--- config.mk ---
export PLATFORM = sky130hd
export DESIGN_NAME = joystick_differential_drive_mixer_flat
export DESIGN_NICKNAME = d
export VERILOG_FILES = /design/src/hw/rtl/jddm_pkg.sv /design/src/hw/rtl/jddm_in_if.sv /design/src/hw/rtl/jddm_out_if.sv /design/src/hw/rtl/joystick_differential_drive_mixer.sv /design/src/hw/rtl/jddm_mix.sv /design/src/flat_wrapper.sv
export SDC_FILE = /design/constraint.sdc
export NUM_CORES = 1
export LEC_CHECK = 0
export ABC_AREA = 1
export BUFFER_PORTS_ARGS = -buffer_cell sky130_fd_sc_hd__buf_4
export CORE_ASPECT_RATIO = 0.6
export CORE_MARGIN = 2
export CORE_UTILIZATION = 57
export CTS_CLUSTER_SIZE = 30
export DETAILED_ROUTE_END_ITERATION = 10
export PLACE_DENSITY = 0.87
export SETUP_SLACK_MARGIN = 0.1
export SLEW_MARGIN = 20
export SYNTH_ARGS = -nofsm -noshare
export SYNTH_HDL_FRONTEND = slang
export SYNTH_SLANG_ARGS = --single-unit
--- constraint.sdc ---
create_clock -name clk -period 11.05 [get_ports clk]
set_input_delay 0.5525 -clock clk [delete_from_list [all_inputs] [get_ports clk]]
set_output_delay 0.5525 -clock clk [all_outputs]
set_load 0.05 [all_outputs]
--- src/hw/rtl/jddm_pkg.sv ---
package jddm_pkg;

    localparam int AXIS_W  = 10;
    localparam int DUTY_W  = 8;
    localparam int ANGLE_W = 8;
    localparam int STEP_W  = 4;
    localparam int PAT_W   = 2;
    localparam int CFG_IDX_W  = 1;
    localparam int CFG_DATA_W = 8;

    localparam logic [AXIS_W-1:0]  DEAD_LOW  = 10'd470;
    localparam logic [AXIS_W-1:0]  DEAD_HIGH = 10'd550;
    localparam logic [DUTY_W-1:0]  DUTY_MAX  = 8'd255;
    localparam logic [ANGLE_W-1:0] ANGLE_MAX = 8'd180;

    // Reset values of the configuration registers
    localparam logic [DUTY_W-1:0] MIN_DUTY_RST   = 8'd70;
    localparam logic [STEP_W-1:0] SERVO_STEP_RST = 4'd3;

    // Register indexes
    localparam logic [CFG_IDX_W-1:0] REG_MIN_DUTY   = 1'd0;
    localparam logic [CFG_IDX_W-1:0] REG_SERVO_STEP = 1'd1;

    // Bridge patterns
    localparam logic [PAT_W-1:0] PAT_OFF  = 2'd0;
    localparam logic [PAT_W-1:0] PAT_LOW  = 2'd1;
    localparam logic [PAT_W-1:0] PAT_HIGH = 2'd2;

    // Reciprocals for floor(p/470) and floor(p/473), p < 2^17, shift 28
    localparam int RECIP_SHIFT = 28;
    localparam logic [19:0] RECIP_LOW  = 20'd571140;
    localparam logic [19:0] RECIP_HIGH = 20'd567517;

    typedef struct packed {
        logic              pattern_load;
        logic [PAT_W-1:0]  pattern;
        logic [DUTY_W-1:0] right_duty;
        logic [DUTY_W-1:0] left_duty;
    } drive_t;

    // floor(span*255/470) or floor(span*255/473), span <= 473
    function automatic logic [DUTY_W-1:0] scale_dist(input logic [8:0] span,
                                                     input logic       high_side);
        logic [16:0] p;
        logic [36:0] prod;
        p    = {span, 8'd0} - {8'd0, span};
        prod = {20'd0, p} * {17'd0, (high_side ? RECIP_HIGH : RECIP_LOW)};
        return prod[RECIP_SHIFT+DUTY_W-1:RECIP_SHIFT];
    endfunction

    function automatic logic [ANGLE_W-1:0] angle_up(input logic [ANGLE_W-1:0] a,
                                                    input logic [STEP_W-1:0]  step);
        logic [ANGLE_W:0] r;
        r = {1'b0, a} + {5'd0, step};
        return (r > {1'b0, ANGLE_MAX}) ? ANGLE_MAX : r[ANGLE_W-1:0];
    endfunction

    function automatic logic [ANGLE_W-1:0] angle_down(input logic [ANGLE_W-1:0] a,
                                                      input logic [STEP_W-1:0]  step);
        return (a > {4'd0, step}) ? (a - {4'd0, step}) : '0;
    endfunction

endpackage

--- src/hw/rtl/jddm_in_if.sv ---
interface jddm_in_if
    import jddm_pkg::*;
();
    logic              valid;
    logic              ready;
    logic [AXIS_W-1:0] joystick_x;
    logic [AXIS_W-1:0] joystick_y;
    logic              arm_raise_pressed;
    logic              arm_lower_pressed;
    logic              grip_raise_pressed;
    logic              grip_lower_pressed;

    modport source (
        output valid, joystick_x, joystick_y, arm_raise_pressed, arm_lower_pressed,
               grip_raise_pressed, grip_lower_pressed,
        input  ready
    );
    modport sink (
        input  valid, joystick_x, joystick_y, arm_raise_pressed, arm_lower_pressed,
               grip_raise_pressed, grip_lower_pressed,
        output ready
    );
endinterface

--- src/hw/rtl/jddm_out_if.sv ---
interface jddm_out_if
    import jddm_pkg::*;
();
    logic               valid;
    logic               ready;
    logic [PAT_W-1:0]   bridge_pattern;
    logic [DUTY_W-1:0]  right_duty;
    logic [DUTY_W-1:0]  left_duty;
    logic [ANGLE_W-1:0] arm_angle;
    logic [ANGLE_W-1:0] grip_angle;

    modport source (
        output valid, bridge_pattern, right_duty, left_duty, arm_angle, grip_angle,
        input  ready
    );
    modport sink (
        input  valid, bridge_pattern, right_duty, left_duty, arm_angle, grip_angle,
        output ready
    );
endinterface

--- src/hw/rtl/joystick_differential_drive_mixer.sv ---
// Channel  | Dir | Payload
// ---------+-----+----------------------------------------------------------
// pkt      | in  | joystick_x, joystick_y, four button flags
// res      | out | bridge_pattern, right_duty, left_duty, arm_angle, grip_angle
// cfg_*    | in  | write-only: index 0 min_duty, index 1 servo_step
//
// One item per cycle sustained while res.ready is held; an accepted item is
// captured in stage 1 and then in the result register, which drives res.valid.
// Stage 1 is the input register, the mix and servo logic sit between it and
// the result register; the throttle and steer scalers are one constant
// reciprocal multiply each. Reset clears held pattern and both angles to 0
// and loads min_duty 70, servo_step 3. A stalled result holds stage 1,
// which in turn drops pkt.ready only when it is occupied.
module joystick_differential_drive_mixer
    import jddm_pkg::*;
(
    input  logic                  clk,
    input  logic                  rst_n,
    jddm_in_if.sink               pkt,
    jddm_out_if.source            res,
    input  logic                  cfg_we,
    input  logic [CFG_IDX_W-1:0]  cfg_index,
    input  logic [CFG_DATA_W-1:0] cfg_data
);
    // configuration
    logic [DUTY_W-1:0] min_duty_reg;
    logic [STEP_W-1:0] servo_step_reg;

    // stage 1: captured packet
    logic              s1_valid_reg;
    logic [AXIS_W-1:0] s1_x_reg, s1_y_reg;
    logic [3:0]        s1_btn_reg;   // arm raise, arm lower, grip raise, grip lower

    // persistent state
    logic [PAT_W-1:0]   held_pattern_reg, held_pattern_next;
    logic [ANGLE_W-1:0] arm_reg, arm_next;
    logic [ANGLE_W-1:0] grip_reg, grip_next;

    // result register
    logic               out_valid_reg;
    logic [PAT_W-1:0]   out_pattern_reg;
    logic [DUTY_W-1:0]  out_right_reg, out_left_reg;
    logic [ANGLE_W-1:0] out_arm_reg, out_grip_reg;

    logic   advance;   // stage 1 moves into the result register
    logic   s1_load;
    drive_t drive;

    assign advance   = s1_valid_reg && (!out_valid_reg || res.ready);
    assign pkt.ready = !s1_valid_reg || advance;
    assign s1_load   = pkt.valid && pkt.ready;

    jddm_mix u_mix (
        .joystick_x (s1_x_reg),
        .joystick_y (s1_y_reg),
        .min_duty   (min_duty_reg),
        .drive      (drive)
    );

    // Servo step: only the highest-priority pressed button acts.
    always_comb
    begin
        held_pattern_next = drive.pattern_load ? drive.pattern : held_pattern_reg;
        arm_next  = arm_reg;
        grip_next = grip_reg;
        if (s1_btn_reg[3])
            arm_next = angle_up(arm_reg, servo_step_reg);
        else if (s1_btn_reg[2])
            arm_next = angle_down(arm_reg, servo_step_reg);
        else if (s1_btn_reg[1])
            grip_next = angle_up(grip_reg, servo_step_reg);
        else if (s1_btn_reg[0])
            grip_next = angle_down(grip_reg, servo_step_reg);
    end

    // control and state
    always_ff @(posedge clk or negedge rst_n)
    begin
        if (!rst_n)
        begin
            min_duty_reg     <= MIN_DUTY_RST;
            servo_step_reg   <= SERVO_STEP_RST;
            s1_valid_reg     <= 1'b0;
            out_valid_reg    <= 1'b0;
            held_pattern_reg <= PAT_OFF;
            arm_reg          <= '0;
            grip_reg         <= '0;
        end
        else
        begin
            if (cfg_we)
            begin
                unique case (cfg_index)
                    REG_MIN_DUTY:   min_duty_reg   <= cfg_data;
                    REG_SERVO_STEP: servo_step_reg <= cfg_data[STEP_W-1:0];
                    default: ;
                endcase
            end

            if (s1_load)
                s1_valid_reg <= 1'b1;
            else if (advance)
                s1_valid_reg <= 1'b0;

            if (advance)
            begin
                out_valid_reg    <= 1'b1;
                held_pattern_reg <= held_pattern_next;
                arm_reg          <= arm_next;
                grip_reg         <= grip_next;
            end
            else if (res.ready)
                out_valid_reg <= 1'b0;
        end
    end

    // payload
    always_ff @(posedge clk)
    begin
        if (s1_load)
        begin
            s1_x_reg   <= pkt.joystick_x;
            s1_y_reg   <= pkt.joystick_y;
            s1_btn_reg <= {pkt.arm_raise_pressed, pkt.arm_lower_pressed,
                           pkt.grip_raise_pressed, pkt.grip_lower_pressed};
        end
        if (advance)
        begin
            out_pattern_reg <= held_pattern_next;
            out_right_reg   <= drive.right_duty;
            out_left_reg    <= drive.left_duty;
            out_arm_reg     <= arm_next;
            out_grip_reg    <= grip_next;
        end
    end

    assign res.valid          = out_valid_reg;
    assign res.bridge_pattern = out_pattern_reg;
    assign res.right_duty     = out_right_reg;
    assign res.left_duty      = out_left_reg;
    assign res.arm_angle      = out_arm_reg;
    assign res.grip_angle     = out_grip_reg;
endmodule

--- src/hw/rtl/jddm_mix.sv ---
// Throttle/steer mixing: deadband, scaling, clamps, buzz floor, bridge pattern.
module jddm_mix
    import jddm_pkg::*;
(
    input  logic [AXIS_W-1:0] joystick_x,
    input  logic [AXIS_W-1:0] joystick_y,
    input  logic [DUTY_W-1:0] min_duty,
    output drive_t            drive
);
    logic              y_low, y_high, x_low, x_high;
    logic [AXIS_W-1:0] y_dist_full, x_dist_full;
    logic [DUTY_W-1:0] base, steer;
    logic [DUTY_W:0]   right_w, left_w;
    logic [DUTY_W-1:0] right_c, left_c;

    always_comb
    begin
        y_low  = joystick_y < DEAD_LOW;
        y_high = joystick_y > DEAD_HIGH;
        x_low  = joystick_x < DEAD_LOW;
        x_high = joystick_x > DEAD_HIGH;

        y_dist_full = y_low ? (DEAD_LOW - joystick_y) : (joystick_y - DEAD_HIGH);
        x_dist_full = x_low ? (DEAD_LOW - joystick_x) : (joystick_x - DEAD_HIGH);

        base  = (y_low || y_high) ? scale_dist(y_dist_full[8:0], y_high) : '0;
        steer = scale_dist(x_dist_full[8:0], x_high);

        right_w = {1'b0, base};
        left_w  = {1'b0, base};
        if (x_low)
        begin
            right_w = (base > steer) ? {1'b0, base - steer} : '0;
            left_w  = {1'b0, base} + {1'b0, steer};
        end
        else if (x_high)
        begin
            right_w = {1'b0, base} + {1'b0, steer};
            left_w  = (base > steer) ? {1'b0, base - steer} : '0;
        end
        right_c = right_w[DUTY_W] ? DUTY_MAX : right_w[DUTY_W-1:0];
        left_c  = left_w[DUTY_W]  ? DUTY_MAX : left_w[DUTY_W-1:0];

        drive.pattern_load = y_low || y_high;
        drive.pattern      = y_low ? PAT_LOW : PAT_HIGH;
        drive.right_duty   = (right_c < min_duty) ? '0 : right_c;
        drive.left_duty    = (left_c < min_duty) ? '0 : left_c;
    end
endmodule

--- src/flat_wrapper.sv ---
// flat-port wrapper written by rule: the top's interface ports become plain ports
module joystick_differential_drive_mixer_flat import jddm_pkg::*;
  (clk, rst_n, cfg_we, cfg_index, cfg_data, pkt_valid, pkt_joystick_x, pkt_joystick_y, pkt_arm_raise_pressed, pkt_arm_lower_pressed, pkt_grip_raise_pressed, pkt_grip_lower_pressed, pkt_ready, res_valid, res_bridge_pattern, res_right_duty, res_left_duty, res_arm_angle, res_grip_angle, res_ready);
  jddm_in_if pkt_i ();
  jddm_out_if res_i ();
  input  logic clk;
  input  logic rst_n;
  input  logic cfg_we;
  input  logic [CFG_IDX_W-1:0] cfg_index;
  input  logic [CFG_DATA_W-1:0] cfg_data;
  input wire logic [$bits(pkt_i.valid)-1:0] pkt_valid;
  input wire logic [$bits(pkt_i.joystick_x)-1:0] pkt_joystick_x;
  input wire logic [$bits(pkt_i.joystick_y)-1:0] pkt_joystick_y;
  input wire logic [$bits(pkt_i.arm_raise_pressed)-1:0] pkt_arm_raise_pressed;
  input wire logic [$bits(pkt_i.arm_lower_pressed)-1:0] pkt_arm_lower_pressed;
  input wire logic [$bits(pkt_i.grip_raise_pressed)-1:0] pkt_grip_raise_pressed;
  input wire logic [$bits(pkt_i.grip_lower_pressed)-1:0] pkt_grip_lower_pressed;
  output wire logic [$bits(pkt_i.ready)-1:0] pkt_ready;
  output wire logic [$bits(res_i.valid)-1:0] res_valid;
  output wire logic [$bits(res_i.bridge_pattern)-1:0] res_bridge_pattern;
  output wire logic [$bits(res_i.right_duty)-1:0] res_right_duty;
  output wire logic [$bits(res_i.left_duty)-1:0] res_left_duty;
  output wire logic [$bits(res_i.arm_angle)-1:0] res_arm_angle;
  output wire logic [$bits(res_i.grip_angle)-1:0] res_grip_angle;
  input wire logic [$bits(res_i.ready)-1:0] res_ready;
  assign pkt_i.valid = pkt_valid;
  assign pkt_i.joystick_x = pkt_joystick_x;
  assign pkt_i.joystick_y = pkt_joystick_y;
  assign pkt_i.arm_raise_pressed = pkt_arm_raise_pressed;
  assign pkt_i.arm_lower_pressed = pkt_arm_lower_pressed;
  assign pkt_i.grip_raise_pressed = pkt_grip_raise_pressed;
  assign pkt_i.grip_lower_pressed = pkt_grip_lower_pressed;
  assign pkt_ready = pkt_i.ready;
  assign res_valid = res_i.valid;
  assign res_bridge_pattern = res_i.bridge_pattern;
  assign res_right_duty = res_i.right_duty;
  assign res_left_duty = res_i.left_duty;
  assign res_arm_angle = res_i.arm_angle;
  assign res_grip_angle = res_i.grip_angle;
  assign res_i.ready = res_ready;
  joystick_differential_drive_mixer u_core (.clk(clk), .rst_n(rst_n), .pkt(pkt_i), .res(res_i), .cfg_we(cfg_we), .cfg_index(cfg_index), .cfg_data(cfg_data));
endmodule
==> results.json <==
{
  "cts_buffers": 9,
  "crit_end": "u_core.res.left_duty[7]",
  "synthArstFlopShare_pct": 35.56,
  "grt_pass1_vias": 18360,
  "num_antenna_cells": 0,
  "dr.pass1.iters": 9,
  "synth_cell_type_count": 64,
  "cpMaxStageDelayCell": "fa_1",
  "finalWorstSetupSlack_ps": 96.38,
  "synth_top_family_by_area": "adder cells",
  "h-tree-depth": 3,
  "fin_crit_sh_pct": 99.13,
  "pin_count": 74,
  "ys_warn_count": 0,
  "viasPerCell": 5.542,
  "placed_area_sq_um": 23330,
  "path_clk_slew_ps": 70,
  "setup_viol": 0,
  "ys.flop_type": "edfxtp_1",
  "ant_nets": 0,
  "rows": 55,
  "synth_simple_gate_area_share_pct": 13.24,
  "port-buffer-count": 73,
  "grt_usage_pct": 31.33,
  "core_sq_um": 37500,
  "timing.rr.end": "u_core.res.left_duty[7]",
  "drive_gt1_share_pct": 18.12,
  "worstSetupStartpointType": "flop",
  "hold_violations": 0,
  "cpPeakStageDelay_ps": 590,
  "clock-skew-final_ps": 11.56,
  "fill_cells": 2881,
  "grt_max_degree": 68,
  "tightest_slew_ps": 1007,
  "path_max_fanout": 8,
  "fmax_ghz": 0.09129,
  "num_vias": 18230,
  "die_height_um": 154.7,
  "grt_pass1_wl_mm": 96.31,
  "nNetsFinal": 3500,
  "worstPathArrival_ps": 11050,
  "yosys_register_bits": 90,
  "synth_area_per_cell_sq_um": 8.392,
  "status": "finished, final reports clean",
  "yosys.area_share.adder_pct": 51.02,
  "dp.final_hpwl_mm": 52.20,
  "synthXorXnorAreaFrac_pct": 3.005,
  "area_growth_pct": 16.04,
  "synth-edff-count": 58,
  "critical_path_class": "reg -> reg",
  "synth_area_leaders": "fa_1 (29%), ha_1 (22%), inv_1 (12%)",
  "synthMuxAreaShare_pct": 0,
  "drtIter0Drc": 1772,
  "cts.sinks": 90,
  "worstSetupStartpoint": "u_core.s1_x_reg[2]",
  "ys_seq_area_share_pct": 11.82,
  "r2r_slack_ps": 100,
  "antenna_found_initial": 0,
  "cp-end-kind": "flop",
  "syn-num-nets": 3299,
  "wl_per_cell_um": 18.93,
  "cp.required_ps": 11150,
  "synth_top_cell_area_share_pct": 29.15,
  "drc": 0,
  "cts_tree": "yes",
  "routed_wl_mm": 62.27,
  "final_cell_area_sq_um": 25030,
  "initial_utilization_pct": 57.50,
  "final-max-slew-violation-count": 0,
  "dieArea_sq_um": 39460,
  "die_w_um": 255.1,
  "period_needed_ps": 10950,
  "slew_headroom_pct": 32.47,
  "maxCapViolCount": 0,
  "synth_top_cell_by_area": "fa_1",
  "grt-ovfl-total": 0,
  "gp_congestion": 1.048,
  "netlist_instances": 2570,
  "ctsRootBufferMaster": "clkbuf_16",
  "reg2reg_depth": 60,
  "netlist_area_sq_um": 21570,
  "min_path_type": "in -> async",
  "cpMostUsedCell": "nand2_1",
  "reg2reg_from": "u_core.s1_x_reg[2]",
  "rsz0062_at_grt": "true",
  "synth_compound_area_share_pct": 7.681,
  "clk_latency_ps": 340,
  "ctsLongestPathBuffers": 2,
  "dp_slack_ps": -150.7
}
## cells by family after synthesis
family / Yosys count
flops: 90
fa+ha+maj: 691
buf+inv: 756
xor+xnor: 68
compound gates: 292
simple gates: 673
## synthesized netlist by cell type (all sizes together), types with 7 or more instances
library cell / instances
o21bai: 8
clkbuf: 34
o21ai: 101
edfxtp: 58
dfrtp: 27
nor4: 9
or2: 9
fa: 314
inv: 715
nor3: 25
a21oi: 132
xor2: 61
nand4: 20
nand2: 366
nor2: 181
a22oi: 7
nand3: 58
xnor2: 7
ha: 377
## placed cells by master, fill, tap and decap left out, types with 52 or more instances in the layout
cell type	Yosys	final
o21ai_0	91	74
fa_1	314	307
inv_1	700	674
nand2_1	351	326
nand3_1	55	52
a21oi_1	130	101
ha_1	377	358
buf_4	1	224
nor2_1	174	137
edfxtp_1	58	58
## through the flow
step / std cells / setup TNS [ps] / util (%) / hold WS (ps)
2_1_floorplan: 2570 / 0 / - / 256.9
3_3_place_gp: 3213 / 0 / 62.22 / 469.0
3_5_place_dp: 3213 / -2086 / 62.22 / 494.2
4_1_cts: 3244 / 0 / 63.64 / 163.8
5_1_grt: 3289 / -5422 / 66.73 / 182.7
6_report: 3289 / 0 / 66.73 / 149.2
## area by class of cell
cell class | instances | area [sq um] | share of cell area [%]
clock buffer | 10 | 229.0 | 0.9149
tap | 513 | 641.9 | 2.565
timing repair buffer | 230 | 1758 | 7.024
multi-input combinational | 1724 | 17100 | 68.33
sequential | 90 | 2549 | 10.18
clock inverter | 6 | 42.54 | 0.1700
inverter | 716 | 2706 | 10.81
## how the worst min path moves through the flow
stage / start / endpoint / slack (ps) / cells after the start
2_1_floorplan: rst_n / u_core.arm_reg[0] / 260 / 0
3_3_place_gp: u_core.min_duty_reg[3] / u_core.min_duty_reg[3] / 470 / 2
3_5_place_dp: u_core.min_duty_reg[2] / u_core.min_duty_reg[2] / 490 / 2
4_1_cts: rst_n / u_core.grip_reg[4] / 160 / 1
5_1_grt: rst_n / u_core.grip_reg[4] / 180 / 1
6_report: rst_n / u_core.grip_reg[4] / 150 / 1
## critical path, delay by kind of cell (launching register included)
| family | cells | cell delay, ps |
|---|---|---|
| AND/OR/NAND/NOR | 22 | 2360 |
| adder cells (fa/ha/maj) | 11 | 4310 |
| AO/OA/AOI/OAI | 9 | 1580 |
| buffers and inverters | 15 | 1430 |
| XOR/XNOR | 3 | 490 |
| flip-flops | 1 | 490 |
## per-layer routing
layer | up-vias | part of all wire, % | track usage [%]
met3 | 124 | 13 | 9.812
met1 | 8803 | 43 | 46.29
met2 | 998 | 43 | 46.04
met4 | 0 | 1.7 | 4.511
met5 | - | 0 | 0
li1 | 8304 | - | -
## what timing repair did
item | 4_1_cts | 5_1_grt
hold buffers | 0 | 0
setup buffers | 15 | 45
pin swaps | 10 | 109
resized for setup | 41 | 201
endpoints found under the setup margin | 16 | 16
Power is not shown: default switching activity piles up to over one toggle a cycle in this logic, so the estimate is an artifact.
